**src/rtl/cage_pkg.sv**
```systemverilog
package cage_pkg;

   // Default grid capacity and cell width.
   localparam int DEF_MAX_ROWS  = 128;
   localparam int DEF_MAX_COLS  = 128;
   localparam int DEF_CELL_BITS = 8;

   // Fixed field widths of the request, response and register ports.
   localparam int OP_W       = 2;
   localparam int IDX_W      = 7;
   localparam int VAL_W      = 8;
   localparam int NS_W       = 8;
   localparam int DIM_CFG_W  = 8;
   localparam int GEN_W      = 16;
   localparam int CSR_DATA_W = 16;

   typedef enum logic [1:0] {
      OP_WRITE = 2'd0,
      OP_RUN   = 2'd1,
      OP_READ  = 2'd2,
      OP_NONE  = 2'd3
   } op_type;

   typedef enum logic [1:0] {
      CSR_NUM_STATES  = 2'd0,
      CSR_GRID_ROWS   = 2'd1,
      CSR_GRID_COLS   = 2'd2,
      CSR_GENERATIONS = 2'd3
   } csr_type;

   // Neighbor visiting order; a later match overrides an earlier one.
   typedef enum logic [1:0] {
      NBR_UP    = 2'd0,
      NBR_LEFT  = 2'd1,
      NBR_RIGHT = 2'd2,
      NBR_DOWN  = 2'd3
   } nbr_type;

   typedef enum logic [1:0] {
      ADDR_REQ  = 2'd0,
      ADDR_HOLD = 2'd1,
      ADDR_SELF = 2'd2,
      ADDR_NBR  = 2'd3
   } addr_sel_type;

   typedef enum logic [1:0] {
      RSP_READ  = 2'd0,
      RSP_DONE  = 2'd1,
      RSP_ERROR = 2'd2,
      RSP_NONE  = 2'd3
   } rsp_kind_type;

   typedef enum logic [3:0] {
      ST_IDLE,
      ST_RD_WAIT,
      ST_RUN_START,
      ST_CELL_SELF,
      ST_CELL_OLD,
      ST_NBR_CHECK,
      ST_NBR_EVAL,
      ST_MOD_WAIT,
      ST_CELL_WRITE,
      ST_COPY_RD,
      ST_COPY_WR,
      ST_RUN_DONE
   } state_type;

   typedef struct packed {
      logic         grid_wr;
      logic         copy_wr;
      logic         next_wr;
      addr_sel_type addr_sel;
      logic         rsp_load;
      rsp_kind_type rsp_kind;
      logic         cnt_clear;
      logic         cnt_step;
      logic         k_clear;
      logic         k_step;
      logic         old_cap;
      logic         nbr_apply;
      logic         mod_start;
      logic         chg_clear;
      logic         gen_clear;
      logic         gen_step;
   } cmd_type;

   typedef struct packed {
      op_type op;
      logic   in_range;
      logic   out_free;
      logic   nbr_ok;
      logic   k_last;
      logic   cell_last;
      logic   fast_ok;
      logic   mod_done;
      logic   changed_any;
      logic   gen_last;
      logic   run_empty;
   } stat_type;

endpackage

```
**src/rtl/cage_ctrl.sv**
```systemverilog
module cage_ctrl (
   input  logic               clock,
   input  logic               reset,
   input  logic               req_valid,
   output logic               req_stall,
   input  cage_pkg::stat_type stat,
   output cage_pkg::cmd_type  cmd
);
   import cage_pkg::*;

   state_type state_ff, state_in;
   logic      accept;

   assign accept    = (state_ff == ST_IDLE) && req_valid && stat.out_free;
   assign req_stall = !((state_ff == ST_IDLE) && stat.out_free);

   always_ff @(posedge clock) begin
      if (reset) begin
         state_ff <= ST_IDLE;
      end else begin
         state_ff <= state_in;
      end
   end

   // Next state.
   always_comb begin
      state_in = state_ff;
      unique case (state_ff)
         ST_IDLE: begin
            if (accept) begin
               unique case (stat.op)
                  OP_READ: begin
                     if (stat.in_range) begin
                        state_in = ST_RD_WAIT;
                     end
                  end
                  OP_RUN:   state_in = ST_RUN_START;
                  OP_WRITE: state_in = ST_IDLE;
                  OP_NONE:  state_in = ST_IDLE;
               endcase
            end
         end
         ST_RD_WAIT: begin
            if (stat.out_free) begin
               state_in = ST_IDLE;
            end
         end
         ST_RUN_START: begin
            state_in = stat.run_empty ? ST_RUN_DONE : ST_CELL_SELF;
         end
         ST_CELL_SELF: state_in = ST_CELL_OLD;
         ST_CELL_OLD:  state_in = ST_NBR_CHECK;
         ST_NBR_CHECK: begin
            if (stat.nbr_ok) begin
               state_in = ST_NBR_EVAL;
            end else if (stat.k_last) begin
               state_in = ST_CELL_WRITE;
            end
         end
         ST_NBR_EVAL: begin
            if (!stat.fast_ok) begin
               state_in = ST_MOD_WAIT;
            end else begin
               state_in = stat.k_last ? ST_CELL_WRITE : ST_NBR_CHECK;
            end
         end
         ST_MOD_WAIT: begin
            if (stat.mod_done) begin
               state_in = stat.k_last ? ST_CELL_WRITE : ST_NBR_CHECK;
            end
         end
         ST_CELL_WRITE: begin
            if (!stat.cell_last) begin
               state_in = ST_CELL_SELF;
            end else begin
               state_in = stat.changed_any ? ST_COPY_RD : ST_RUN_DONE;
            end
         end
         ST_COPY_RD: state_in = ST_COPY_WR;
         ST_COPY_WR: begin
            if (!stat.cell_last) begin
               state_in = ST_COPY_RD;
            end else begin
               state_in = stat.gen_last ? ST_RUN_DONE : ST_CELL_SELF;
            end
         end
         ST_RUN_DONE: begin
            if (stat.out_free) begin
               state_in = ST_IDLE;
            end
         end
         default: state_in = ST_IDLE;
      endcase
   end

   // Commands.
   always_comb begin
      cmd          = '0;
      cmd.addr_sel = ADDR_SELF;
      cmd.rsp_kind = RSP_NONE;
      unique case (state_ff)
         ST_IDLE: begin
            cmd.addr_sel = ADDR_REQ;
            if (accept) begin
               unique case (stat.op)
                  OP_WRITE: begin
                     cmd.rsp_load = 1'b1;
                     if (stat.in_range) begin
                        cmd.grid_wr  = 1'b1;
                        cmd.rsp_kind = RSP_DONE;
                     end else begin
                        cmd.rsp_kind = RSP_ERROR;
                     end
                  end
                  OP_READ: begin
                     if (!stat.in_range) begin
                        cmd.rsp_load = 1'b1;
                        cmd.rsp_kind = RSP_ERROR;
                     end
                  end
                  OP_RUN: begin
                     cmd.cnt_clear = 1'b1;
                     cmd.k_clear   = 1'b1;
                     cmd.chg_clear = 1'b1;
                     cmd.gen_clear = 1'b1;
                  end
                  OP_NONE: begin
                     cmd.rsp_load = 1'b1;
                     cmd.rsp_kind = RSP_NONE;
                  end
               endcase
            end
         end
         ST_RD_WAIT: begin
            cmd.addr_sel = ADDR_HOLD;
            if (stat.out_free) begin
               cmd.rsp_load = 1'b1;
               cmd.rsp_kind = RSP_READ;
            end
         end
         ST_RUN_START: begin
         end
         ST_CELL_SELF: begin
         end
         ST_CELL_OLD: begin
            cmd.old_cap = 1'b1;
            cmd.k_clear = 1'b1;
         end
         ST_NBR_CHECK: begin
            cmd.addr_sel = ADDR_NBR;
            if (!stat.nbr_ok && !stat.k_last) begin
               cmd.k_step = 1'b1;
            end
         end
         ST_NBR_EVAL: begin
            cmd.addr_sel = ADDR_NBR;
            if (stat.fast_ok) begin
               cmd.nbr_apply = 1'b1;
               cmd.k_step    = !stat.k_last;
            end else begin
               cmd.mod_start = 1'b1;
            end
         end
         ST_MOD_WAIT: begin
            cmd.addr_sel = ADDR_NBR;
            if (stat.mod_done) begin
               cmd.nbr_apply = 1'b1;
               cmd.k_step    = !stat.k_last;
            end
         end
         ST_CELL_WRITE: begin
            cmd.next_wr = 1'b1;
            if (stat.cell_last) begin
               cmd.cnt_clear = stat.changed_any;
            end else begin
               cmd.cnt_step = 1'b1;
            end
         end
         ST_COPY_RD: begin
         end
         ST_COPY_WR: begin
            cmd.copy_wr = 1'b1;
            if (stat.cell_last) begin
               cmd.gen_step = 1'b1;
               if (!stat.gen_last) begin
                  cmd.cnt_clear = 1'b1;
                  cmd.chg_clear = 1'b1;
               end
            end else begin
               cmd.cnt_step = 1'b1;
            end
         end
         ST_RUN_DONE: begin
            if (stat.out_free) begin
               cmd.rsp_load = 1'b1;
               cmd.rsp_kind = RSP_DONE;
            end
         end
         default: begin
         end
      endcase
   end

endmodule

```
**config.mk**
```make
export PLATFORM = sky130hd
export DESIGN_NAME = cage_ctrl
export DESIGN_NICKNAME = d
export VERILOG_FILES = /design/src/rtl/cage_pkg.sv /design/src/rtl/cage_ctrl.sv
export SDC_FILE = /design/constraint.sdc
export NUM_CORES = 1
export LEC_CHECK = 0
export ABC_CLOCK_PERIOD_IN_PS = 2150
export BUFFER_PORTS_ARGS = -buffer_cell sky130_fd_sc_hd__clkbuf_2
export CAP_MARGIN = 30
export CORE_MARGIN = 2
export CORE_UTILIZATION = 30
export DETAILED_ROUTE_END_ITERATION = 6
export GPL_TIMING_DRIVEN = 0
export PLACE_DENSITY = 0.55
export REMOVE_ABC_BUFFERS = 1
export SYNTH_ARGS = -nofsm -noshare
export SYNTH_HDL_FRONTEND = slang
export SYNTH_SLANG_ARGS = --single-unit
```
**constraint.sdc**
```tcl
create_clock -name clock -period 2.15 [get_ports clock]
set_input_delay 0.1075 -clock clock [delete_from_list [all_inputs] [get_ports clock]]
set_output_delay 0.1075 -clock clock [all_outputs]
set_load 0.02 [all_outputs]
```
==> key figures <==
STA
  – Fin crit period: 1992 ps
  – Setup TNS: 0 ps
  – RSZ-0062 raised after global routing: no
  – Worst Skew: ~2.6 ps
  – Final hold violation count: 0
  – Max Fclk: 502.0 MHz
  – Final setup margin: 158.0 ps
  – Endpoints failing setup: 0
  – Final Max Slew Viols: 0
  – Slew at the pin closest to its max-slew limit: 494.7 ps
  – Fin crit share: 92.65%
  – Slew HR: about two thirds
  – WHS: 79.20 ps

Clocking
  – CTS Buffer Depth: 2
  – Hold_buf cts: 0
  – Reg clk slew, reported paths: approximately 40 ps
  – Htree depth: 1
  – Clk sinks: 4
  – Clk root buf: clkbuf_4
  – Inserted Clock Buffers: 3
  – CTS tree: built
  – Worst-Skew Late Latency: around 230 ps

Synthesis
  – Mean Syn Cell Area: 7.086 um^2
  – Post-synth EDFFs: 0
  – Synth Register Bits: 4
  – Asr flop ratio synth: 0%
  – Primary FF master, synth: dfxtp_1
  – Synthesized instance count: 101
  – Synth unique cells: 43
  – Syn Std Cell Area: 715.7 um^2
  – Synth Warn #: 0
  – Post-synthesis sequential area ratio: 11.19%

Final layout
  – Final Net Count: between 100 and 150
  – Layout cells sized above 1: 37.21%
  – Largest regs: state_ff (4)
  – Max FFs per register: 4
  – Antenna cells: 0
  – Largest Register: state_ff
  – Final Non-Filler Cells: 157
  – Fin area: 893.4 um^2
  – Layout area overhead: 24.83%

Global route
  – GRT Max-Usage Layer: met2
  – Largest net degree at the start of global routing: 29
  – Met1 global-route usage: 18.85%
  – Number of global-route vias before repair: a little over 700
  – Total gr overflow: 0
  – GR Util met2: 22.08%
  – First-pass GRT wire length: slightly below 3000 um
  – Initial antenna violation count: 0
  – Grt met3 use: 0.5714%
  – GRT Overall Usage: between 10% and 20%

Hold path
  – Worst min path class: input pin to flip-flop
  – Hold Crit Depth: 2

Placed design
  – Area after DPL: 858.3 um^2
  – Worst slack at placement: roughly 24 ps
  – I/O Buffers: 33
  – RePlAce Congestion: 0.7948
  – Post-detail-place hpwl: 1387 um
  – Number of cells after detailed placement: 153

Die
  – Initial Util: roughly a third
  – Io pins: 34
  – Row count: 17
  – Core Area: 0.002233 mm^2
  – Die area: 0.002792 mm^2
  – Die Ht: 52.84 um
  – Die width: approximately 53 um

Detailed routing
  – Drt initial violations: 6
  – Final ANT Viol Nets: 0
  – Via Count: 806
  – DRC viols: 0
  – Wirelength per Cell: about 12 um
  – Vias per cell: 5.134
  – First-pass detailed-route iteration total: 4
  – Post-Route WL: 1814 um

Power and ir drop
  – Worst vdd rail ir drop: 0.2900 mV
  – Static leakage: 0.4087 nW
  – Power Density: 975.7 mW/mm^2

Worst setup path
  – Startpoint Class: flip-flop
  – Worst EP arrival: around 1900 ps
  – Reg2Reg Depth: 5
  – Worst-path maximum fanout: 28
  – Critical Path RT: 2040 ps
  – CP Class: flip-flop to primary output
  – Crit end category: primary output

Status
  – Status: completed

Job
  – Maxcap violations: 0
-- final cells by class --
class	instances	area (um^2)
sequential	4	85.08
inverter	5	18.77
tap	28	35.03
clock buffer	3	22.52
multi-input combinational	83	559.3
fill	253	1340
timing repair buffer	34	172.7
-- cells in the mapped netlist, types with 2 or more instances --
master	count	area [um^2]
a21oi_1	6	30.03
a31oi_1	3	18.77
mux2i_1	3	30.03
dfxtp_1	4	80.08
a211oi_1	2	15.01
buf_6	2	22.52
nor2_1	10	37.54
nand2b_1	4	25.02
o31ai_1	2	15.01
nand2_1	9	33.78
inv_1	5	18.77
buf_2	4	20.02
nor3_1	3	15.01
o21ai_0	6	30.03
clkbuf_1	2	7.510
a22oi_1	2	15.01
nor3b_1	3	22.52
nor2b_1	5	31.28
nand3b_1	2	15.01
-- where the power goes --
part | total, mW | switching [mW] | leakage (nW) | internal, mW
Combinational | 0.558 | 0.306 | 0.360 | 0.252
Sequential | 0.222 | 0.121 | 0.0344 | 0.101
Clock | 0.0915 | 0.0291 | 0.0138 | 0.0623
Total | 0.872 | 0.457 | 0.409 | 0.415
-- cells in the final DEF, fill, tap and decap left out, drive strengths merged, types with 4 or more instances in the layout --
cell type / instances
clkbuf: 36
nor2b: 5
nor2: 10
dfxtp: 4
o21ai: 6
a21oi: 6
nand2b: 4
nand2: 9
inv: 5
-- logic make-up (layout without fill, tap and decap cells) --
group / after synthesis / after routing / share of synthesized area [%]
compound gates: 29 / 29 / 27.80
flops: 4 / 4 / 11.19
buf+inv: 14 / 42 / 10.67
simple gates: 49 / 49 / 43.36
xor+xnor: 1 / 1 / 1.224
mux: 4 / 4 / 5.769
-- worst max-delay path, cell delays in order (launching register included) --
cell and delay [ps]:
dfxtp_2 460, nor4_4 350, nand3_2 140, nor4b_4 280
a31oi_1 60, or2_1 220, clkbuf_2 150
-- metrics by stage --
step           total power, mW  util (%)
2_1_floorplan           0.5975         -
3_3_place_gp            0.7585     38.43
3_5_place_dp            0.7619     38.43
4_1_cts                 0.8797     39.83
5_1_grt                 0.9464     40.00
6_report                0.8717     40.00
-- worst paths after layout --
kind / start / slack (ps) / end
worst min-delay path: reset / 80 / state_ff[3]
worst min register to register: state_ff[3] / 640 / state_ff[3]
worst max register to register: state_ff[1] / 350 / state_ff[1]
worst max-delay path: state_ff[1] / 160 / cmd[11]
-- repair_timing --
| item | CTS | global route |
|---|---|---|
| pin swaps | 1 | 0 |
| buffers inserted | 1 | 0 |
| resized for setup | 1 | 3 |
| setup endpoints to repair | 1 | 3 |
-- routing by layer --
layer | up-vias | part of all wire, %
met5 | - | 0
met4 | 0 | 0
met3 | 0 | 5.4
met2 | 22 | 48
met1 | 359 | 47
li1 | 425 | -
Note: power is estimated with default switching activity, not from simulation.
